===== src/rtl/core/barc_pkg.sv =====
// Shared types and constants for the barcode bar width capture block.
// Used by barc_cell, barc_chain and barcode_bar_width_capture.
package barc_pkg;

  // Field widths
  localparam int unsigned LEVEL_W = 12;
  localparam int unsigned TIME_W  = 64;
  localparam int unsigned BAR_W   = 32;
  localparam int unsigned COUNT_W = 5;
  localparam int unsigned MASK_W  = 29;
  localparam int unsigned CFG_W   = 32;
  localparam int unsigned CIDX_W  = 2;
  // 10 * bar length needs 36 bits
  localparam int unsigned CMP_W   = 36;

  // Wide when WIDE_NUM * length > WIDE_DEN * longest (0.7 ratio)
  localparam logic [3:0] WIDE_NUM = 4'd10;
  localparam logic [3:0] WIDE_DEN = 4'd7;

  // Register reset values
  localparam logic [LEVEL_W-1:0] THRESH_RST  = 12'd1700;
  localparam logic [BAR_W-1:0]   MIN_LEN_RST = 32'd1000;
  localparam logic [BAR_W-1:0]   TIMEOUT_RST = 32'd10000000;

  // Register indexes
  localparam logic [CIDX_W-1:0] CFG_BLACK_THRESHOLD = 2'd0;
  localparam logic [CIDX_W-1:0] CFG_MIN_BAR_LENGTH  = 2'd1;
  localparam logic [CIDX_W-1:0] CFG_WHITE_TIMEOUT   = 2'd2;

  // End causes
  localparam logic CAUSE_CAPACITY = 1'b0;
  localparam logic CAUSE_TIMEOUT  = 1'b1;

  typedef struct packed {
    logic [LEVEL_W-1:0] sample_level;
    logic [TIME_W-1:0]  sample_time;
  } sample_t;

  typedef struct packed {
    logic [COUNT_W-1:0] bars_found;
    logic [MASK_W-1:0]  wide_mask;
    logic [BAR_W-1:0]   longest_bar;
    logic               end_cause;
  } result_t;

  // Shift control for the bar chain
  typedef struct packed {
    logic push;  // move toward the tail, new bar enters cell 0
    logic pop;   // move toward cell 0, zero enters the tail
  } chain_ctl_t;

  typedef enum logic [1:0] {
    ST_RUN,
    ST_PREP,
    ST_DRAIN
  } state_t;

endpackage


===== src/rtl/core/barc_cell.sv =====
// One bar length cell of the storage chain.
// Depends on barc_pkg for widths and the chain control struct.
module barc_cell (
  input  logic                     clk,
  input  barc_pkg::chain_ctl_t     ctl,
  input  logic [barc_pkg::BAR_W-1:0] from_below,
  input  logic [barc_pkg::BAR_W-1:0] from_above,
  output logic [barc_pkg::BAR_W-1:0] value
);

  logic [barc_pkg::BAR_W-1:0] value_r;

  // Take the neighbor's length on a push or a pop
  always_ff @(posedge clk) begin
    if (ctl.push) begin
      value_r <= from_below;
    end else if (ctl.pop) begin
      value_r <= from_above;
    end
  end

  assign value = value_r;

endmodule


===== src/rtl/core/barc_chain.sv =====
// Row of bar length cells: push shifts toward the tail, pop toward cell 0.
// Depends on barc_pkg and barc_cell.
module barc_chain #(
  parameter int unsigned DEPTH = 29
) (
  input  logic                       clk,
  input  barc_pkg::chain_ctl_t       ctl,
  input  logic [barc_pkg::BAR_W-1:0] push_data,
  output logic [barc_pkg::BAR_W-1:0] head
);

  logic [barc_pkg::BAR_W-1:0] cell_val [DEPTH];
  logic [barc_pkg::BAR_W-1:0] below    [DEPTH];
  logic [barc_pkg::BAR_W-1:0] above    [DEPTH];

  // Neighbor wiring; ends take the new bar and zero
  always_comb begin
    for (int unsigned i = 0; i < DEPTH; i++) begin
      below[i] = (i == 0) ? push_data : cell_val[(i == 0) ? 0 : i - 1];
      above[i] = (i == DEPTH - 1) ? '0 : cell_val[(i == DEPTH - 1) ? i : i + 1];
    end
  end

  for (genvar g = 0; g < DEPTH; g++) begin : g_cell
    barc_cell u_cell (
      .clk        (clk),
      .ctl        (ctl),
      .from_below (below[g]),
      .from_above (above[g]),
      .value      (cell_val[g])
    );
  end

  assign head = cell_val[0];

endmodule


===== src/rtl/core/barcode_bar_width_capture.sv =====
// Barcode bar width capture: times black/white runs, classifies bars narrow/wide.
// A finishing item gives its result after the PREP state and the DRAIN of its k bars.
// Throughput: one item per cycle while capturing; after a finish the input is
// stalled through PREP and DRAIN while the chain drains one bar a cycle.
// Sync reset (rst_n low): config registers to defaults, capture idle, no result.
// Depends on barc_pkg and barc_chain.
module barcode_bar_width_capture #(
  parameter int unsigned BAR_CAPACITY = 29
) (
  input  logic                        clk,
  input  logic                        rst_n,
  // input channel
  input  logic                        in_valid,
  output logic                        in_stall,
  input  barc_pkg::sample_t           in_data,
  // result channel
  output logic                        out_valid,
  input  logic                        out_stall,
  output barc_pkg::result_t           out_data,
  // configuration
  input  logic                        cfg_we,
  input  logic [barc_pkg::CIDX_W-1:0] cfg_index,
  input  logic [barc_pkg::CFG_W-1:0]  cfg_wdata
);

  localparam int unsigned CNT_W = $clog2(BAR_CAPACITY + 1);
  localparam logic [CNT_W-1:0] CAP = CNT_W'(BAR_CAPACITY);

  // Registers
  barc_pkg::state_t                 state_r, state_nxt;
  logic [barc_pkg::LEVEL_W-1:0]     thresh_r;
  logic [barc_pkg::BAR_W-1:0]       min_len_r;
  logic [barc_pkg::BAR_W-1:0]       timeout_r;
  logic                             capturing_r, capturing_nxt;
  logic                             prev_black_r, prev_black_nxt;
  logic [barc_pkg::TIME_W-1:0]      last_edge_r, last_edge_nxt;
  logic                             white_seen_r, white_seen_nxt;
  logic [barc_pkg::TIME_W-1:0]      white_start_r, white_start_nxt;
  logic [CNT_W-1:0]                 bar_total_r, bar_total_nxt;
  logic [barc_pkg::BAR_W-1:0]       longest_r, longest_nxt;
  logic                             cause_r, cause_nxt;
  logic [CNT_W-1:0]                 drain_cnt_r, drain_cnt_nxt;
  logic [barc_pkg::MASK_W-1:0]      mask_r, mask_nxt;
  logic [barc_pkg::CMP_W-1:0]       rhs_r, rhs_nxt;
  logic                             out_valid_r, out_valid_nxt;
  barc_pkg::result_t                out_data_r, out_data_nxt;

  // Step datapath
  logic                             in_acc;
  logic                             black;
  logic                             start;
  logic                             active;
  logic                             prev_eff;
  logic [barc_pkg::TIME_W-1:0]      last_eff;
  logic                             edge_seen;
  logic [barc_pkg::TIME_W-1:0]      run_len;
  logic [barc_pkg::BAR_W-1:0]       run_sat;
  logic                             store;
  logic [CNT_W-1:0]                 total_upd;
  logic [barc_pkg::BAR_W-1:0]       longest_upd;
  logic                             cap_fin;
  logic                             ws_eff;
  logic [barc_pkg::TIME_W-1:0]      white_len;
  logic                             white_over;
  logic                             to_fin;

  // Chain and classifier
  barc_pkg::chain_ctl_t             chain_ctl;
  logic [barc_pkg::BAR_W-1:0]       chain_head;
  logic [barc_pkg::CMP_W-1:0]       lhs;
  logic                             wide_bit;
  logic                             out_free;

  assign in_stall = (state_r != barc_pkg::ST_RUN);
  assign in_acc   = in_valid && !in_stall;
  assign out_free = !out_valid_r || !out_stall;

  // Per-sample run timing
  always_comb begin
    black     = in_data.sample_level > thresh_r;
    start     = !capturing_r && black;
    active    = capturing_r || black;
    prev_eff  = start ? 1'b1 : prev_black_r;
    last_eff  = start ? in_data.sample_time : last_edge_r;
    edge_seen = active && (black != prev_eff);
    run_len   = in_data.sample_time - last_eff;
    run_sat   = (run_len[barc_pkg::TIME_W-1:barc_pkg::BAR_W] != '0) ? '1
              : run_len[barc_pkg::BAR_W-1:0];
    store     = edge_seen && (run_len > {32'd0, min_len_r}) && (bar_total_r < CAP);
    total_upd = bar_total_r + CNT_W'(store);
    longest_upd = (store && (run_sat > longest_r)) ? run_sat : longest_r;
    cap_fin   = edge_seen && (total_upd >= CAP);
    // white timer state after capture start / capacity finish clear it
    ws_eff    = white_seen_r && !start && !cap_fin;
    white_len = in_data.sample_time - white_start_r;
    white_over = (white_len[barc_pkg::TIME_W-1:barc_pkg::BAR_W] != '0) ||
                 (white_len[barc_pkg::BAR_W-1:0] > timeout_r);
    to_fin    = active && !black && ws_eff && white_over && !cap_fin;
  end

  // Classifier on the chain head
  assign lhs      = barc_pkg::CMP_W'(chain_head) * barc_pkg::CMP_W'(barc_pkg::WIDE_NUM);
  assign wide_bit = lhs > rhs_r;

  barc_chain #(
    .DEPTH (BAR_CAPACITY)
  ) u_chain (
    .clk       (clk),
    .ctl       (chain_ctl),
    .push_data (run_sat),
    .head      (chain_head)
  );

  // Next state and datapath
  always_comb begin
    state_nxt       = state_r;
    capturing_nxt   = capturing_r;
    prev_black_nxt  = prev_black_r;
    last_edge_nxt   = last_edge_r;
    white_seen_nxt  = white_seen_r;
    white_start_nxt = white_start_r;
    bar_total_nxt   = bar_total_r;
    longest_nxt     = longest_r;
    cause_nxt       = cause_r;
    drain_cnt_nxt   = drain_cnt_r;
    mask_nxt        = mask_r;
    rhs_nxt         = rhs_r;
    out_valid_nxt   = out_valid_r && out_stall;
    out_data_nxt    = out_data_r;
    chain_ctl       = '0;

    unique case (state_r)
      barc_pkg::ST_RUN: begin
        if (in_acc) begin
          if (!active) begin
            white_seen_nxt = 1'b0;
          end else begin
            capturing_nxt = 1'b1;
            if (start) begin
              prev_black_nxt = 1'b1;
              last_edge_nxt  = in_data.sample_time;
            end
            if (edge_seen) begin
              prev_black_nxt = black;
              last_edge_nxt  = in_data.sample_time;
              bar_total_nxt  = total_upd;
              longest_nxt    = longest_upd;
              chain_ctl.push = store;
            end
            // white timer
            if (!black) begin
              if (!ws_eff) begin
                white_seen_nxt  = 1'b1;
                white_start_nxt = in_data.sample_time;
              end else if (white_over) begin
                white_seen_nxt = 1'b0;
              end
            end else begin
              white_seen_nxt = 1'b0;
            end
            if (cap_fin || to_fin) begin
              capturing_nxt = 1'b0;
              cause_nxt     = to_fin ? barc_pkg::CAUSE_TIMEOUT : barc_pkg::CAUSE_CAPACITY;
              state_nxt     = barc_pkg::ST_PREP;
            end
          end
        end
      end

      barc_pkg::ST_PREP: begin
        rhs_nxt       = barc_pkg::CMP_W'(longest_r) * barc_pkg::CMP_W'(barc_pkg::WIDE_DEN);
        drain_cnt_nxt = '0;
        mask_nxt      = '0;
        state_nxt     = barc_pkg::ST_DRAIN;
      end

      barc_pkg::ST_DRAIN: begin
        // newest bar comes out first; LSB insertion puts bar i at bit i
        if (drain_cnt_r != bar_total_r) begin
          chain_ctl.pop = 1'b1;
          mask_nxt      = {mask_r[barc_pkg::MASK_W-2:0], wide_bit};
          drain_cnt_nxt = drain_cnt_r + 1'b1;
        end else if (out_free) begin
          out_valid_nxt            = 1'b1;
          out_data_nxt.bars_found  = barc_pkg::COUNT_W'(bar_total_r);
          out_data_nxt.wide_mask   = mask_r;
          out_data_nxt.longest_bar = longest_r;
          out_data_nxt.end_cause   = cause_r;
          bar_total_nxt            = '0;
          longest_nxt              = '0;
          white_seen_nxt           = white_seen_r;
          state_nxt                = barc_pkg::ST_RUN;
        end
      end

      default: begin
        state_nxt = barc_pkg::ST_RUN;
      end
    endcase
  end

  // State register
  always_ff @(posedge clk) begin
    if (!rst_n) begin
      state_r <= barc_pkg::ST_RUN;
    end else begin
      state_r <= state_nxt;
    end
  end

  // Control registers
  always_ff @(posedge clk) begin
    if (!rst_n) begin
      capturing_r  <= 1'b0;
      prev_black_r <= 1'b0;
      white_seen_r <= 1'b0;
      bar_total_r  <= '0;
      longest_r    <= '0;
      out_valid_r  <= 1'b0;
    end else begin
      capturing_r  <= capturing_nxt;
      prev_black_r <= prev_black_nxt;
      white_seen_r <= white_seen_nxt;
      bar_total_r  <= bar_total_nxt;
      longest_r    <= longest_nxt;
      out_valid_r  <= out_valid_nxt;
    end
  end

  // Payload registers
  always_ff @(posedge clk) begin
    last_edge_r   <= last_edge_nxt;
    white_start_r <= white_start_nxt;
    cause_r       <= cause_nxt;
    drain_cnt_r   <= drain_cnt_nxt;
    mask_r        <= mask_nxt;
    rhs_r         <= rhs_nxt;
    out_data_r    <= out_data_nxt;
  end

  // Configuration registers
  always_ff @(posedge clk) begin
    if (!rst_n) begin
      thresh_r  <= barc_pkg::THRESH_RST;
      min_len_r <= barc_pkg::MIN_LEN_RST;
      timeout_r <= barc_pkg::TIMEOUT_RST;
    end else if (cfg_we) begin
      unique case (cfg_index)
        barc_pkg::CFG_BLACK_THRESHOLD: thresh_r  <= cfg_wdata[barc_pkg::LEVEL_W-1:0];
        barc_pkg::CFG_MIN_BAR_LENGTH:  min_len_r <= cfg_wdata;
        barc_pkg::CFG_WHITE_TIMEOUT:   timeout_r <= cfg_wdata;
        default: begin
        end
      endcase
    end
  end

  assign out_valid = out_valid_r;
  assign out_data  = out_data_r;

`ifndef SYNTHESIS
  // Drain never walks past the stored bars
  a_drain_bound: assert property (@(posedge clk) disable iff (!rst_n)
    state_r == barc_pkg::ST_DRAIN |-> drain_cnt_r <= bar_total_r)
    else $error("drain count beyond bar total");

  // A capture in progress always has room left
  a_room: assert property (@(posedge clk) disable iff (!rst_n)
    (state_r == barc_pkg::ST_RUN && capturing_r) |-> bar_total_r < CAP)
    else $error("capture at capacity without finishing");

  // Idle block holds no bars
  a_idle_clear: assert property (@(posedge clk) disable iff (!rst_n)
    (state_r == barc_pkg::ST_RUN && !capturing_r) |-> (bar_total_r == '0 && longest_r == '0))
    else $error("bars left over outside a capture");

  // A new result only comes from a completed drain
  a_result_src: assert property (@(posedge clk) disable iff (!rst_n)
    $rose(out_valid_r) |-> $past(state_r) == barc_pkg::ST_DRAIN)
    else $error("result without drain");
`endif

endmodule

===== config.mk =====
export PLATFORM = sky130hd
export DESIGN_NAME = barcode_bar_width_capture
export DESIGN_NICKNAME = d
export VERILOG_FILES = /design/src/rtl/core/barc_pkg.sv /design/src/rtl/core/barc_cell.sv /design/src/rtl/core/barc_chain.sv /design/src/rtl/core/barcode_bar_width_capture.sv
export SDC_FILE = /design/constraint.sdc
export NUM_CORES = 2
export LEC_CHECK = 0
export BUFFER_PORTS_ARGS = -buffer_cell sky130_fd_sc_hd__buf_4
export CAP_MARGIN = 20
export CORE_MARGIN = 1
export CORE_UTILIZATION = 55
export DETAILED_ROUTE_END_ITERATION = 10
export PLACE_DENSITY = 0.75
export SYNTH_ARGS = -nofsm -noshare
export SYNTH_HDL_FRONTEND = slang
export SYNTH_SLANG_ARGS = --single-unit

===== constraint.sdc =====
create_clock -name clk -period 86.9 [get_ports clk]
set_input_delay 8.69 -clock clk [delete_from_list [all_inputs] [get_ports clk]]
set_output_delay 8.69 -clock clk [all_outputs]
set_load 0.01 [all_outputs]

Word-level counts from Yosys, hierarchy flattened
Cells that the tools add are included.
- equality and inequality tests: 15
- magnitude comparators: 7
- $mul: 2
- muxes and demuxes: 101
- bitwise gates (word level): 3
- reductions and logical operators: 45
- add/subtract/negate cells: 4
- operators with widths (operator ; count):
    $mux 32 ; 65
    $mux 64 ; 2
    $sub 64x64->64 ; 2
    $mul 32x3->35 const B ; 2
    $gt 32x32->1 ; 2
    $gt 64x32->1 ; 1
    $pmux 32 s2 ; 1
    $reduce_bool 32->1 ; 2
    $pmux 29 s2 ; 1
    $gt 36x35->1 ; 1
    $mux 5 ; 6
    $mux 29 ; 1
    $pmux 5 s2 ; 2
    $mux 1 ; 17
    $ne 2x2->1 const B ; 8
    $logic_and 1x1->1 ; 14
    $gt 12x12->1 ; 1
    $mux 2 ; 5
    $reduce_and 5->1 ; 2
    $reduce_and 3->1 ; 3
    $reduce_and 2->1 ; 4
    $reduce_bool 2->1 ; 4
    $logic_not 1->1 ; 7
    $reduce_and 7->1 ; 1
    15 further kinds ; 23
- bits of input ports: 115
- register bits: 1312
- output and inout port bits: 69

Logic depth before layout (Yosys ltp)
- depth after elaboration: 20
- depth in mapped cells: 51
- gate-level depth less buffers: 46

Cells and area by module
A second synthesis with hierarchy kept.
- cells, all modules: 5602
- area total of the unflattened synthesis: 75378.5 sq um
- by module, submodules not included (module ; instances ; cells an instance ; area each (sq um) ; seq. area each (sq um)):
    barc_cell ; 29 ; 69 ; 1507.7 ; 960.9
    barcode_bar_width_capture ; 1 ; 3600 ; 31651.6 ; 10339.9
    barc_chain ; 1 ; 1 ; 3.8 ; 0.0

Least setup slack after synthesis
OpenSTA, ideal clock, no wires.
- path type: input to register
- start: in in_data[75] (netlist bit)
- end: reg u_chain.g_cell[0].u_cell.value_r (netlist bit u_chain.g_cell[0].u_cell.value[0]) (enable)
- library setup time: 1.472 ns
- setup slack: 47.432 ns
- buffers on the path: 8
- arrival: 37.996 ns
- stages: 39
- data required time: 85.428 ns
- cell sequence: ha_1 > nand4_1 > nor3_2 > or2_2 > buf_2 > a21oi_1 > clkbuf_1 > clkbuf_1 > buf_1 > clkbuf_1 > mux2i_1 > ha_1 > a21o_1 > a21oi_1 > inv_1 > a21oi_1 > o21ai_0 > a311oi_1 > [... 3 more ...] > o41ai_1 > xnor2_1 > ha_1 > a21oi_1 > nor2b_1 > o21ai_0 > nand2b_1 > a21oi_1 > nor2b_1 > o21ai_0 > nand2b_1 > a221oi_1 > nor2_1 > o31a_1 > buf_6 > buf_6 > buf_6 > nand2b_1
- cells in the longest elaborated chain, start to end: 12
- ends and longest elaborated chain (item ; RTL line ; source):
    from (decl) ; barcode_bar_width_capture.sv:15 ; input barc_pkg::sample_t in_data,
    $gt 12x12->1 (*) ; barcode_bar_width_capture.sv:80 ; black = in_data.sample_level > thresh_r;
    $logic_and 1x1->1 ; barcode_bar_width_capture.sv:81 ; start = !capturing_r && black;
    $mux 64 / $mux 1 (equally long branches) ; - ;
    $sub 64x64->64 / $ne 1x1->1 (equally long branches) ; barcode_bar_width_capture.sv:86, barcode_bar_width_capture.sv:85 ;
    $gt 64x32->1 / $logic_and 1x1->1 (equally long branches) ; barcode_bar_width_capture.sv:89, barcode_bar_width_capture.sv:85 ;
    $logic_and 1x1->1 (2 in series) ; barcode_bar_width_capture.sv:89 ; store = edge_seen && (run_len > {32'd0, min_len_r}) && (bar_total_r < CAP);
    $mux 1 ; barcode_bar_width_capture.sv:143 ; if (edge_seen) begin
    $mux 1 (*) ; barcode_bar_width_capture.sv:135 ; if (!active) begin
    $mux 1 (*) ; barcode_bar_width_capture.sv:134 ; if (in_acc) begin
    $mux 1 (*) ; barcode_bar_width_capture.sv:132 ; unique case (state_r)
    $reduce_bool 2->1 (no line) (*) ; - ;
    to (signal assigned) ; barc_cell.sv:16 ; value_r <= from_below;
    to (signal assigned) ; barc_cell.sv:18 ; value_r <= from_above;
    to (decl) ; barc_cell.sv:11 ; logic [barc_pkg::BAR_W-1:0] value_r;
Every way passes the cells marked *; elsewhere a longest branch is shown, timed or not.
A chain may end at the register's enable or synchronous reset.

Worst setup path in the final report
- start: in in_data[75] (netlist bit)
- end: reg u_chain.g_cell[23].u_cell.value_r (netlist bit u_chain.g_cell[23].u_cell.value[16]) (enable)
- cells in the longest elaborated chain, start to end: 12
- ends and longest elaborated chain (item ; RTL line):
    $gt 12x12->1 (*) ; barcode_bar_width_capture.sv:80
    $logic_and 1x1->1 ; barcode_bar_width_capture.sv:81
    $mux 64 / $mux 1 (equally long branches) ; -
    $sub 64x64->64 / $ne 1x1->1 (equally long branches) ; barcode_bar_width_capture.sv:86, barcode_bar_width_capture.sv:85
    $gt 64x32->1 / $logic_and 1x1->1 (equally long branches) ; barcode_bar_width_capture.sv:89, barcode_bar_width_capture.sv:85
    $logic_and 1x1->1 (2 in series) ; barcode_bar_width_capture.sv:89
    $mux 1 ; barcode_bar_width_capture.sv:143
    $mux 1 (*) ; barcode_bar_width_capture.sv:135
    $mux 1 (*) ; barcode_bar_width_capture.sv:134
    $mux 1 (*) ; barcode_bar_width_capture.sv:132
    $reduce_bool 2->1 (no line) (*) ; -
    to (signal assigned) ; barc_cell.sv:16
    to (signal assigned) ; barc_cell.sv:18
    to (decl) ; barc_cell.sv:11
Marks and branches as above.

==> summary.md <==
| Metric | Value |
|---|---|
| Design area | 79,400 sq um |
| Deepest clock path buffer count | 3 |
| Crit path time final | 20,340 ps |
| Worst R2R Path Depth | 37 |
| Chip width | 365 um |
| Tcrit/Tclk final | 23.4% |
| Skew-Pair Late Insertion Delay | 790 ps |
| Ys flop type | edfxtp_1 |
| Peak Freq | 0.0492 GHz |
| Detailed-router iteration count before antenna repair | 6 |
| EDFF count, synth | 1,193 |
| TritonCTS buffer count | 142 |
| Hold WC Path Type | flop to flop |
| Unrepaired setup endpoints after global routing | no |
| Die ar. | 133,000 sq um |
| DR vias/cell | 5.82 |
| Worst vdd ir | 0.0189 mV |
| Max FO, Critical Path | 86 |
| Comb pwr share | 13.4% |
| Setup-failing EPs final | 0 |
| Row count | 132 |
| Nets | 6,006 |
| FF+latch count, synth | 1,312 |
| Die Ht | 365 um |
| Global-route wire length before repair | 238 mm |
| # clock sinks | 1,312 |
| Final worst-path setup slack | 66,560 ps |
| Largest net degree at the start of global routing | 220 |
| Switching share of total power | 25.3% |
| Reg power frac | 46.8% |
| Reg2Reg Capture Point | u_chain.g_cell[23].u_cell.value[16]$_DFFE_PP_ |
| Share of total power in the clock network | 39.8% |
| Drt drc | 0 |
| Critical path's slowest cell | buf_4 |
| Ys async rst share | 0% |
| Critical Path AT | 20,720 ps |
| Mapped cell area | 72,400 sq um |
| Distinct cells, synth | 88 |
| WHS Path Cells | 0 |
| Post-detail-place hpwl | 104 mm |
| Most frequent CP cell | buf_4 |
| Max Cap Viol | 0 |
| Routability congestion estimate from global placement | 0.948 |
| GRT Resource Usage Total | 22.8% |
| Cell Area, Placed | 74,500 sq um |
| Wirelength per Cell | 20.7 um |
| Leakage power total | 0.0301 uW |
| Area delta synth->final | 9.63% |
| Mapped Nets | 5,859 |
| Worst-path clk slew | 60 ps |
| Relative slew margins | 19.5% |
| N_diodes | 0 |
| Buffers on Ports | 183 |
| Share of layout cells above drive strength 1 | 23.6% |
| CTS H-Tree Depth | 4 |
| Vias in the first global route | 41.8k |
| Avg Inst Size Synth | 13.5 sq um |
| Sum Neg Setup Slack | 0 ps |
| CP Launch Type | input port |
| DR vias | 42.8k |
| Post-CTS setup buffers | 0 |
| Initial antenna violation count | 3 |
| Grt ovf | 0 |
| Initial Utilization | 55.7% |
| Seq/Total Area, Yosys | 52.8% |
| Iter 0 DRT Violations | 3,838 |
| CTS Hold Bufs | 0 |
| Critical path type | input port to flop |
| Outcome | completed |
| Root Buffer | clkbuf_16 |
| ANT nets after route | 0 |
| Area of the core | 130,000 sq um |
| Dpl ws | 65,710 ps |
| CTS tree | yes |
| Yosys Warn Count | 0 |
| Least-Margin Pin Slew | 1210 ps |
| Hold Vio Cnt, Final | 0 |
| Critical path's largest stage delay | 900 ps |
| CP required | 87,280 ps |
| Resized Gates After CTS | 0 |
| Ports | 184 |
| Crit Reg-Reg Startpoint | thresh_r[11]$_SDFFE_PN0P_ |
| Reg2reg setup slack | 74,220 ps |
| Final slew viol count | 0 |
| Worst Hold End | out_data[0]$_DFFE_PP_ |
| Min-delay src | cause_r$_DFFE_PP_ |
| Cell Pwr Density | 19.2 nW/um^2 |
| Final WL | 152 mm |
| Internal Power | 1140 uW |
| Post-synthesis instance total | 5,353 |
| WHS | 427 ps |
| Setup Skew | 45.3 ps |
| Crit end category | flop |
| Sw power | 386 uW |
==> logic make-up after synthesis <==
family | after synthesis | share of synthesized area (%)
DFF | 1312 | 52.8
and+or+nand+nor | 1053 | 7.10
muxes | 982 | 18.9
AOI/OAI and AO/OA | 934 | 8.30
buffers and inverters | 545 | 4.20
adders and majority gates | 394 | 7.15
xor gates and xnor gates | 133 | 1.61
==> registers in the layout, indices dropped and copies added, names as in the netlist <==
signal and flops:
rhs_r 35, out_valid 1, mask_r 29, bar_total_r 5, last_edge_r 64, cause_r 1
u_chain.g_cell.u_cell.value 928, white_start_r 64, out_data 67, drain_cnt_r 5, white_seen_r 1, min_len_r 32
thresh_r 12, longest_r 32, timeout_r 32, state_r 2, prev_black_r 1, capturing_r 1
==> through the flow <==
| stage | utilization, % | cells | total power [uW] |
|---|---|---|---|
| after floorplan | - | 5353 | 890 |
| after global placement | 57.3 | 7091 | 924 |
| after detailed placement | 57.3 | 7091 | 927 |
| after CTS | 60.9 | 7351 | 1530 |
| after global routing | 61.1 | 7358 | 1580 |
| final | 61.1 | 7358 | 1520 |
==> worst max-delay path: cells and delay by family <==
family	cells	cell delay, ps
simple gates	8	1410
xor+xnor	1	200
mux	1	350
fa+ha+maj	3	1010
buf+inv	8	4420
compound gates	16	4320
==> layout make-up <==
| type | instances | area [sq um] |
|---|---|---|
| Clock buffer | 170 | 3710 |
| Clock inverter | 90 | 997 |
| Fill cell | 9712 | 50600 |
| Inverter | 324 | 1220 |
| Multi-Input combinational cell | 3496 | 31200 |
| Sequential cell | 1312 | 38200 |
| Tap cell | 1742 | 2180 |
| Timing Repair Buffer | 224 | 1850 |
==> how the worst max path moves through the flow <==
| stage | end | slack (ps) | cells after the start | startpoint |
|---|---|---|---|---|
| after floorplan | u_chain.g_cell[0].u_cell.value[0]$_DFFE_PP_ | 47430 | 39 | in_data[75] |
| after global placement | u_chain.g_cell[26].u_cell.value[16]$_DFFE_PP_ | 65920 | 36 | in_data[75] |
| after detailed placement | u_chain.g_cell[14].u_cell.value[19]$_DFFE_PP_ | 65710 | 36 | in_data[75] |
| after CTS | u_chain.g_cell[9].u_cell.value[17]$_DFFE_PP_ | 66470 | 36 | in_data[75] |
| after global routing | u_chain.g_cell[25].u_cell.value[16]$_DFFE_PP_ | 65640 | 37 | in_data[75] |
| final | u_chain.g_cell[23].u_cell.value[16]$_DFFE_PP_ | 66560 | 37 | in_data[75] |
==> Yosys cell counts (24+ instances only) <==
cell      instances  area [sq um]
o21ai_0         156           781
mux2_4          714         10700
and3_1           26           163
o211ai_1         31           233
mux2_1           62           698
o21bai_1         33           248
clkbuf_1         98           368
dfxtp_1         119          2380
nor2b_1          52           325
nand2_1         317          1190
inv_1           324          1220
a211oi_1         24           180
o22ai_1          39           244
nand4_1          59           369
nand2b_1         57           357
a21oi_1         285          1430
mux2_2          134          1510
xor2_1           36           315
xnor2_1          97           850
a21boi_0         68           510
mux2i_1          72           721
ha_1            357          4470
and2_1           77           482
o21a_1           40           300
a21o_1          103           773
nor2_1          232           871
nand3_1          62           310
fa_1             34           681
buf_8            67          1010
edfxtp_1       1193         35800
nor3_1           78           390
a31oi_1          30           188
==> cells in the final DEF, fill, tap and decap left out, drive strengths merged, types with 24 or more instances in the layout <==
| cell type | count |
|---|---|
| clkinv | 60 |
| nand4 | 60 |
| nand2 | 317 |
| clkbuf | 171 |
| a21oi | 285 |
| nor2 | 232 |
| nor2b | 52 |
| inv | 330 |
| nand3 | 62 |
| o22ai | 39 |
| dfxtp | 119 |
| a21o | 104 |
| xnor2 | 97 |
| buf | 223 |
| mux2i | 72 |
| ha | 357 |
| nor3 | 79 |
| a31oi | 30 |
| xor2 | 36 |
| and3 | 26 |
| fa | 34 |
| nand2b | 57 |
| mux2 | 910 |
| a21boi | 69 |
| and2 | 77 |
| o211ai | 31 |
| o21bai | 33 |
| a211oi | 24 |
| o21a | 40 |
| edfxtp | 1193 |
| o21ai | 157 |
==> routing by layer <==
| metal | GRT usage (%) | share of wire (%) | up-vias |
|---|---|---|---|
| met5 | 0 | 0.014 | - |
| met4 | 7.55 | 2.7 | 4 |
| met3 | 3.90 | 5.6 | 230 |
| met2 | 34.0 | 44 | 1142 |
| met1 | 33.6 | 48 | 21160 |
| li1 | - | - | 20288 |
==> power by group through the flow <==
stage	sequential [uW]	combinational, uW	clock [uW]
6_report	713	205	606
5_1_grt	714	224	642
4_1_cts	713	202	618
3_5_place_dp	726	200	0
3_3_place_gp	726	198	0
2_1_floorplan	738	151	0
Power figures use the tool's default switching activity.
